## config.mk

```make
export PLATFORM = sky130hd
export DESIGN_NAME = quoted_word_tokenizer_top
export DESIGN_NICKNAME = d
export VERILOG_FILES = /design/src/hw/rtl/qwt_pkg.sv /design/src/hw/rtl/qwt_scan.sv /design/src/hw/rtl/qwt_out_fifo.sv /design/src/hw/rtl/quoted_word_tokenizer_top.sv
export VERILOG_INCLUDE_DIRS = /design/src /design/src/hw/rtl
export SDC_FILE = /design/constraint.sdc
export NUM_CORES = 1
export LEC_CHECK = 0
export BUFFER_PORTS_ARGS = -buffer_cell sky130_fd_sc_hd__buf_2
export CAP_MARGIN = 20
export CORE_UTILIZATION = 45
export CTS_CLUSTER_SIZE = 16
export DETAILED_ROUTE_END_ITERATION = 7
export PLACE_DENSITY = 0.67
export SLEW_MARGIN = 20
export SYNTH_ARGS = -nofsm -noshare
export SYNTH_HDL_FRONTEND = slang
export SYNTH_SLANG_ARGS = --single-unit
```

## constraint.sdc

```tcl
create_clock -name aclk -period 10 [get_ports aclk]
set_input_delay 1.5 -clock aclk [delete_from_list [all_inputs] [get_ports aclk]]
set_output_delay 1.5 -clock aclk [all_outputs]
set_load 0.03 [all_outputs]
```

## src/hw/rtl/assert_macros.svh

```systemverilog
// Assertion macros for the RTL of the word tokenizer.
`ifndef ASSERT_MACROS_SVH
`define ASSERT_MACROS_SVH

// Property that must hold at every clock edge outside reset.
`define QWT_ASSERT(label, clk, rstn, prop) \
    label: assert property (@(posedge clk) disable iff (!rstn) (prop)) \
        else $error("assertion label failed");

// Condition that must never be true outside reset.
`define QWT_ASSERT_NEVER(label, clk, rstn, expr) \
    `QWT_ASSERT(label, clk, rstn, !(expr))

`endif

```

## src/hw/rtl/qwt_pkg.sv

```systemverilog
// Package with the word tokenizer's types, codes and sizes.
`default_nettype none

package qwt_pkg;

    // Line and count sizes.
    localparam int MAX_LINE   = 4096;
    localparam int MAX_TOKENS = 256;
    localparam int POS_W      = $clog2(MAX_LINE);
    localparam int LEN_W      = POS_W + 1;
    localparam int CNT_W      = $clog2(MAX_TOKENS) + 1;

    // Result queue size; a word can push two results at once.
    localparam int FIFO_DEPTH = 4;
    localparam int PTR_W      = $clog2(FIFO_DEPTH);
    localparam int LVL_W      = PTR_W + 1;

    // Character codes.
    localparam logic [7:0] CH_SPACE = 8'h20;
    localparam logic [7:0] CH_QUOTE = 8'h22;
    localparam logic [7:0] CH_TAB   = 8'h09;
    localparam logic [7:0] CH_NL    = 8'h0A;

    // Result kinds.
    localparam logic [1:0] KIND_TOKEN = 2'd0;
    localparam logic [1:0] KIND_DONE  = 2'd1;
    localparam logic [1:0] KIND_ERROR = 2'd2;

    // One input word.
    typedef struct packed {
        logic [7:0] char_code;
        logic       end_of_line;
    } qwt_in_t;

    // One result word.
    typedef struct packed {
        logic [1:0]       kind;
        logic [POS_W-1:0] start_offset;
        logic [LEN_W-1:0] token_length;
        logic [CNT_W-1:0] token_total;
        logic [POS_W-1:0] error_offset;
        logic             last_of_run;
    } qwt_out_t;

    // Push request from the scanner to the result queue.
    typedef struct packed {
        logic push0;
        logic push1;
    } qwt_push_t;

endpackage

`default_nettype wire

```

## src/hw/rtl/qwt_scan.sv

```systemverilog
// Scanner: tokenizer state and the results caused by one character.
`default_nettype none

module qwt_scan (
    input  wire logic             aclk,
    input  wire logic             aresetn,
    input  wire logic             step,
    input  wire qwt_pkg::qwt_in_t in_word,
    output qwt_pkg::qwt_push_t    push,
    output qwt_pkg::qwt_out_t     rec0,
    output qwt_pkg::qwt_out_t     rec1
);

    typedef enum logic [1:0] {
        MODE_BETWEEN = 2'd0,
        MODE_WORD    = 2'd1,
        MODE_QUOTE   = 2'd2
    } mode_t;

    mode_t                          mode_reg, mode_next;
    logic [qwt_pkg::POS_W-1:0]      pos_reg, pos_next;
    logic [qwt_pkg::POS_W-1:0]      start_reg, start_next;
    logic [qwt_pkg::POS_W-1:0]      nonblank_reg, nonblank_next;
    logic [qwt_pkg::POS_W-1:0]      qopen_reg, qopen_next;
    logic                           seen_reg, seen_next;
    logic [qwt_pkg::CNT_W-1:0]      count_reg, count_next;

    logic                           is_space, is_quote, is_blank, eol;
    logic                           tok_hit;
    logic [qwt_pkg::POS_W-1:0]      tok_start;
    logic [qwt_pkg::LEN_W-1:0]      tok_len;
    logic [qwt_pkg::POS_W-1:0]      err_at;
    qwt_pkg::qwt_out_t              tok_rec, fin_rec;

    // Classify the character.
    assign is_space = (in_word.char_code == qwt_pkg::CH_SPACE);
    assign is_quote = (in_word.char_code == qwt_pkg::CH_QUOTE);
    assign is_blank = is_space || (in_word.char_code == qwt_pkg::CH_TAB)
                      || (in_word.char_code == qwt_pkg::CH_NL);
    assign eol      = in_word.end_of_line;

    // Next state and the token, if any, that this character closes.
    always_comb begin
        mode_next     = mode_reg;
        start_next    = start_reg;
        nonblank_next = nonblank_reg;
        qopen_next    = qopen_reg;
        seen_next     = seen_reg;
        tok_hit       = 1'b0;
        tok_start     = '0;
        tok_len       = '0;

        unique case (mode_reg)
            MODE_WORD: begin
                if (is_space || is_quote) begin
                    tok_hit   = 1'b1;
                    tok_start = start_reg;
                    tok_len   = {1'b0, pos_reg - start_reg};
                    mode_next = MODE_BETWEEN;
                    if (is_quote) begin
                        mode_next  = MODE_QUOTE;
                        qopen_next = pos_reg;
                        seen_next  = 1'b0;
                    end
                end
            end
            MODE_QUOTE: begin
                if (is_quote) begin
                    // Empty quotes give no token.
                    if (pos_reg != qopen_reg + qwt_pkg::POS_W'(1)) begin
                        tok_hit = 1'b1;
                        if (seen_reg) begin
                            tok_start = start_reg;
                            tok_len   = {1'b0, nonblank_reg - start_reg}
                                        + qwt_pkg::LEN_W'(1);
                        end else begin
                            // Blank-only quotes: empty token at the closing quote.
                            tok_start = pos_reg;
                        end
                    end
                    mode_next = MODE_BETWEEN;
                end else if (!is_blank) begin
                    if (!seen_reg) begin
                        start_next = pos_reg;
                        seen_next  = 1'b1;
                    end
                    nonblank_next = pos_reg;
                end
            end
            default: begin
                mode_next = MODE_BETWEEN;
                if (is_quote) begin
                    mode_next  = MODE_QUOTE;
                    qopen_next = pos_reg;
                    seen_next  = 1'b0;
                end else if (!is_space) begin
                    mode_next  = MODE_WORD;
                    start_next = pos_reg;
                end
            end
        endcase

        // A word still open at the end of the line is closed here.
        if (eol && mode_next == MODE_WORD) begin
            tok_hit   = 1'b1;
            tok_start = start_next;
            tok_len   = {1'b0, pos_reg - start_next} + qwt_pkg::LEN_W'(1);
        end

        // The count saturates at the token limit.
        count_next = count_reg;
        if (tok_hit && count_reg < qwt_pkg::CNT_W'(qwt_pkg::MAX_TOKENS)) begin
            count_next = count_reg + qwt_pkg::CNT_W'(1);
        end

        err_at   = qopen_next;
        pos_next = pos_reg + qwt_pkg::POS_W'(1);

        // The line ends: everything returns to its reset values.
        if (eol) begin
            mode_next     = MODE_BETWEEN;
            pos_next      = '0;
            start_next    = '0;
            nonblank_next = '0;
            qopen_next    = '0;
            seen_next     = 1'b0;
        end
    end

    // Build the token record and the closing record.
    always_comb begin
        tok_rec              = '0;
        tok_rec.kind         = qwt_pkg::KIND_TOKEN;
        tok_rec.start_offset = tok_start;
        tok_rec.token_length = tok_len;
        tok_rec.token_total  = count_next;
        tok_rec.last_of_run  = !eol;

        fin_rec             = '0;
        fin_rec.kind        = qwt_pkg::KIND_DONE;
        fin_rec.token_total = count_next;
        fin_rec.last_of_run = 1'b1;
        // A quote still open after this character gives the error record.
        if ((mode_reg == MODE_QUOTE) != is_quote) begin
            fin_rec.kind         = qwt_pkg::KIND_ERROR;
            fin_rec.error_offset = err_at;
        end
    end

    // Results: an optional token followed by the closing record at line end.
    always_comb begin
        push.push0 = 1'b0;
        push.push1 = 1'b0;
        rec0       = tok_rec;
        rec1       = fin_rec;
        if (step) begin
            push.push0 = tok_hit || eol;
            push.push1 = tok_hit && eol;
        end
        if (!tok_hit) begin
            rec0 = fin_rec;
        end
    end

    // State registers.
    always_ff @(posedge aclk) begin
        if (!aresetn) begin
            mode_reg     <= MODE_BETWEEN;
            pos_reg      <= '0;
            start_reg    <= '0;
            nonblank_reg <= '0;
            qopen_reg    <= '0;
            seen_reg     <= 1'b0;
            count_reg    <= '0;
        end else if (step) begin
            mode_reg     <= mode_next;
            pos_reg      <= pos_next;
            start_reg    <= start_next;
            nonblank_reg <= nonblank_next;
            qopen_reg    <= qopen_next;
            seen_reg     <= seen_next;
            count_reg    <= eol ? '0 : count_next;
        end
    end

endmodule

`default_nettype wire

```

## src/hw/rtl/qwt_out_fifo.sv

```systemverilog
// Result queue: takes up to two words a cycle and hands out one.
`default_nettype none

module qwt_out_fifo (
    input  wire logic                       aclk,
    input  wire logic                       aresetn,
    input  wire qwt_pkg::qwt_push_t         push,
    input  wire qwt_pkg::qwt_out_t          wr0,
    input  wire qwt_pkg::qwt_out_t          wr1,
    input  wire logic                       pop,
    output qwt_pkg::qwt_out_t               rd_data,
    output logic                            rd_valid,
    output logic [qwt_pkg::LVL_W-1:0]       level
);

    qwt_pkg::qwt_out_t               mem [qwt_pkg::FIFO_DEPTH];
    logic [qwt_pkg::PTR_W-1:0]       wr_ptr_reg, rd_ptr_reg;
    logic [qwt_pkg::LVL_W-1:0]       level_reg, level_next;
    logic                            do_pop;

    assign rd_valid = (level_reg != '0);
    assign rd_data  = mem[rd_ptr_reg];
    assign level    = level_reg;
    assign do_pop   = pop && rd_valid;

    // Fill level after this cycle's pushes and pop.
    always_comb begin
        level_next = level_reg + qwt_pkg::LVL_W'(push.push0)
                     + qwt_pkg::LVL_W'(push.push1) - qwt_pkg::LVL_W'(do_pop);
    end

    // Storage.
    always_ff @(posedge aclk) begin
        if (push.push0) begin
            mem[wr_ptr_reg] <= wr0;
        end
        if (push.push1) begin
            mem[wr_ptr_reg + qwt_pkg::PTR_W'(1)] <= wr1;
        end
    end

    // Pointers and level.
    always_ff @(posedge aclk) begin
        if (!aresetn) begin
            wr_ptr_reg <= '0;
            rd_ptr_reg <= '0;
            level_reg  <= '0;
        end else begin
            wr_ptr_reg <= wr_ptr_reg + qwt_pkg::PTR_W'(push.push0)
                          + qwt_pkg::PTR_W'(push.push1);
            rd_ptr_reg <= rd_ptr_reg + qwt_pkg::PTR_W'(do_pop);
            level_reg  <= level_next;
        end
    end

endmodule

`default_nettype wire

```

## src/hw/rtl/quoted_word_tokenizer_top.sv

```systemverilog
// A word accepted into the input register is scanned from there, and its results are
// written into the result queue behind the scanner, from which m_data is read.
// Throughput: one character per cycle while the result queue has room for two results;
// a line end that closes a word gives two results, absorbed by the four-entry queue.
// Reset: aresetn is synchronous and active low; it clears the scan state, the
// token count and the queue; s_ready is low during reset and words are taken after it.
`default_nettype none

`include "assert_macros.svh"

module quoted_word_tokenizer_top (
    input  wire logic              aclk,
    input  wire logic              aresetn,
    input  wire logic              s_valid,
    output logic                   s_ready,
    input  wire qwt_pkg::qwt_in_t  s_data,
    output logic                   m_valid,
    input  wire logic              m_ready,
    output qwt_pkg::qwt_out_t      m_data
);

    qwt_pkg::qwt_in_t                in_reg;
    logic                            in_valid_reg;
    logic                            room;
    logic                            advance;
    logic                            s_take;
    logic [qwt_pkg::LVL_W-1:0]       level;
    qwt_pkg::qwt_push_t              push;
    qwt_pkg::qwt_out_t               rec0, rec1;

    // The scanner steps when the queue has space for two results.
    assign room    = (level <= qwt_pkg::LVL_W'(qwt_pkg::FIFO_DEPTH - 2));
    assign advance = in_valid_reg && room;
    assign s_ready = aresetn && (!in_valid_reg || room);
    assign s_take  = s_valid && s_ready;

    // Input register.
    always_ff @(posedge aclk) begin
        if (!aresetn) begin
            in_valid_reg <= 1'b0;
        end else if (s_take) begin
            in_valid_reg <= 1'b1;
        end else if (advance) begin
            in_valid_reg <= 1'b0;
        end
    end

    always_ff @(posedge aclk) begin
        if (s_take) begin
            in_reg <= s_data;
        end
    end

    qwt_scan u_scan (
        .aclk    (aclk),
        .aresetn (aresetn),
        .step    (advance),
        .in_word (in_reg),
        .push    (push),
        .rec0    (rec0),
        .rec1    (rec1)
    );

    qwt_out_fifo u_fifo (
        .aclk     (aclk),
        .aresetn  (aresetn),
        .push     (push),
        .wr0      (rec0),
        .wr1      (rec1),
        .pop      (m_ready),
        .rd_data  (m_data),
        .rd_valid (m_valid),
        .level    (level)
    );

    // The queue never overfills.
    `QWT_ASSERT(a_level_bound, aclk, aresetn,
        level <= qwt_pkg::LVL_W'(qwt_pkg::FIFO_DEPTH))
    // Done and error records always close the run of one character.
    `QWT_ASSERT(a_final_last, aclk, aresetn,
        (m_valid && m_data.kind != qwt_pkg::KIND_TOKEN) |-> m_data.last_of_run)
    // A token record always counts at least that token.
    `QWT_ASSERT_NEVER(a_token_count, aclk, aresetn,
        m_valid && m_data.kind == qwt_pkg::KIND_TOKEN && m_data.token_total == '0)

endmodule

`default_nettype wire
```

==> results.sh <==
export IMPL_placedCellCount=1750
export IMPL_cts_buffers=29
export IMPL_slew_viol_final=0
export IMPL_largest_reg_flops=196
export IMPL_cts_sinks=273
export IMPL_syn2layout_area_growth_pct=11.6
export IMPL_powerDensity_mw_per_mm2=183
export IMPL_fp_dieH_um=180
export IMPL_crit_required_ps=10490
export IMPL_synth_edf_count=101
export IMPL_ys_async_sr_fraction=0
export IMPL_postRouteWirelength_mm=38.2
export IMPL_synth_cell_types=83
export IMPL_gp_routability_congestion=0.914
export IMPL_crit_path_max_fanout=21
export IMPL_die_w_um=180
export IMPL_coreArea_mm2=0.0309
export IMPL_grt_usage=0.235
export IMPL_yosysSeqAreaShare=0.453
export IMPL_fin_tns_setup_ps=0
export IMPL_multi_input_area_mm2=0.00729
export IMPL_antenna_found_initial=0
export IMPL_seq_area_mm2=0.00648
export IMPL_grt_pass1_vias=10700
export IMPL_insertion_delay_ps=550
export IMPL_maxCapViolations=0
export IMPL_die_area_mm2=0.0325
export IMPL_cts_root_buffer="clkbuf_16"
export IMPL_start_util=0.462
export IMPL_drt_wirelength_per_cell_um=21.2
export IMPL_grt_max_degree=62
export IMPL_dp_hpwl_mm=26.0
export IMPL_crit_path_end_kind="flop"
export IMPL_relSlewSlack=0.271
export IMPL_antennaDiodeCount=0
export IMPL_drive_gt1_frac=0.155
export IMPL_synth_area_leaders="dfxtp_1 24%, edfxtp_1 21%, mux4_2 7.7%, a22o_1 5.5%, nor2_1 4.2%"
export IMPL_max_freq_ghz=0.171
export IMPL_yosysTopAreaCell="dfxtp_1"
export IMPL_vias_per_cell=6.07
export IMPL_rsz0062_at_grt="no"
export IMPL_leakage_nw=5.54
export IMPL_syn_num_nets=1414
export IMPL_critical_path_arrival_ps=6340
export IMPL_synth_seq_cells=273
export IMPL_criticalPathCategory="flop to flop"
export IMPL_min_path_type="flop to flop"
export IMPL_cts_hold_buf=0
export IMPL_synth_ff_type="dfxtp_1"
export IMPL_num_vias=10900
export IMPL_finalHoldViolCount=0
export IMPL_first_pass_iters=7
export IMPL_regMostFlops="u_fifo.mem"
export IMPL_ant_nets=0
export IMPL_start_kind="flop"
export IMPL_hold_ws_ps=458
export IMPL_nFillCells=2750
export IMPL_drt_iter0_drc=983
export IMPL_syn_mean_instance_area_um2=10.6
export IMPL_peakVddDrop_mv=0.0942
export IMPL_synth_top_area_share=0.241
export IMPL_io_buffers=63
export IMPL_status="finished clean"
export IMPL_final_min_period_over_clock_period=0.585
export IMPL_clkSlewWorstSetupHoldPaths_ps=60
export IMPL_post_cts_setup_buffers=0
export IMPL_fin_util=0.516
export IMPL_period_needed_ps=5850
export IMPL_synthCells=1352
export IMPL_cts_resized_gates=0
export IMPL_htree_levels=1
export IMPL_grt_overflow=0
export IMPL_fin_worst_skew_ps=14.6
export IMPL_ctsLongestPathBuffers=3
export IMPL_worst_pin_slew_ps=1080
export IMPL_cts_tree="built"
export IMPL_syn_cell_area_mm2=0.0143
export IMPL_ioPinCount=64
export IMPL_finalNonFillerCells=1805
export IMPL_synth_warning_count=0
export IMPL_grt_pass1_wl_mm=60.0
export IMPL_drc_errors=0
export IMPL_final_nets=1451
export IMPL_core_rowCount=64
export IMPL_setup_violations=0
==> worst max-delay path, cell delays in order (launching register included) <==
cell and delay [ps]:
dfxtp_1 360, inv_1 70, ha_1 760, a21boi_0 610, nor2_1 370, a22o_1 350
ha_1 210, fa_1 410, nor2b_1 180, o2111ai_1 150, and3_1 240, or3_1 360
a2111oi_0 760, nand4_1 190, xor2_1 180, o221ai_1 380, a22o_1 200
==> per-stage QoR <==
step / power [mW] / area [um2] / setup WS [ps]
final: 2.93 / 15900 / 4150
after global routing: 3.04 / 15900 / 3710
after CTS: 2.95 / 15900 / 4290
after detailed placement: 1.90 / 15000 / 4320
after global placement: 1.89 / 15000 / 4480
after floorplan: 1.73 / 14300 / 5330
==> where the power goes <==
group	switching, mW	internal [mW]
combinational	0.393	0.231
sequential	0.0434	1.21
clock	0.437	0.611
total	0.873	2.05
==> kinds of logic (layout without fill, tap and decap cells) <==
family          count (synthesis)  count (layout)  synth area share
buf+inv                       135             192            0.0382
compound gates                356             356             0.192
xor+xnor                       78              78            0.0478
mux                            51              51            0.0786
fa+ha+maj                      49              49            0.0461
simple gates                  410             410             0.144
flops                         273             273             0.453
==> cell type report <==
class                   count  area share
multi-input cells         944       0.457
clock inverters            12     0.00753
inverters                  47      0.0111
repair buffers             94      0.0363
clock buffers              39      0.0504
well taps                 396      0.0311
flip-flops and latches    273       0.406
==> layout by cell type, fill, tap and decap left out, types with 25 or more instances in the layout <==
cell type  netlist  routed
dfxtp_1        172     170
nor2_1         159     159
edfxtp_1       101     101
a22o_1          90      90
buf_2           19      63
nand2_1         54      54
mux4_2          49      49
inv_1           45      44
xnor2_1         44      44
ha_1            43      43
o21ai_0         40      40
a22oi_1         37      37
nor2b_1         38      37
a21oi_1         35      34
xor2_1          34      34
clkbuf_16        0      29
buf_4            0      28
nand3_1         27      27
and2_1          26      26
o2bb2ai_1       25      25
==> worst paths after layout <==
check | startpoint | to | slack [ps] | cells after the start
worst max register to register | u_scan.mode_reg[0] | u_fifo.mem[0][33] | 4150 | 16
worst min-delay path | u_fifo.mem[3][27] | u_fifo.mem[3][27] | 460 | 1
worst min register to register | u_fifo.mem[3][27] | u_fifo.mem[3][27] | 460 | 1
worst max-delay path | u_scan.mode_reg[0] | u_fifo.mem[0][33] | 4150 | 16
==> cell usage after synthesis, types with 38 or more instances <==
cell type	count
dfxtp_1	172
a22o_1	90
clkbuf_1	57
edfxtp_1	101
o21ai_0	40
mux4_2	49
xnor2_1	44
nand2_1	54
nor2_1	159
inv_1	45
nor2b_1	38
ha_1	43
==> per-layer routing <==
layer | share of wire | vias to the layer above | global-route usage
met3 | 0.070 | 48 | 0.0331
met5 | 0 | - | 0
met2 | 0.45 | 387 | 0.373
li1 | - | 5146 | -
met1 | 0.46 | 5367 | 0.333
met4 | 0.024 | 0 | 0.0667
Note: power is estimated with default switching activity, not from simulation.
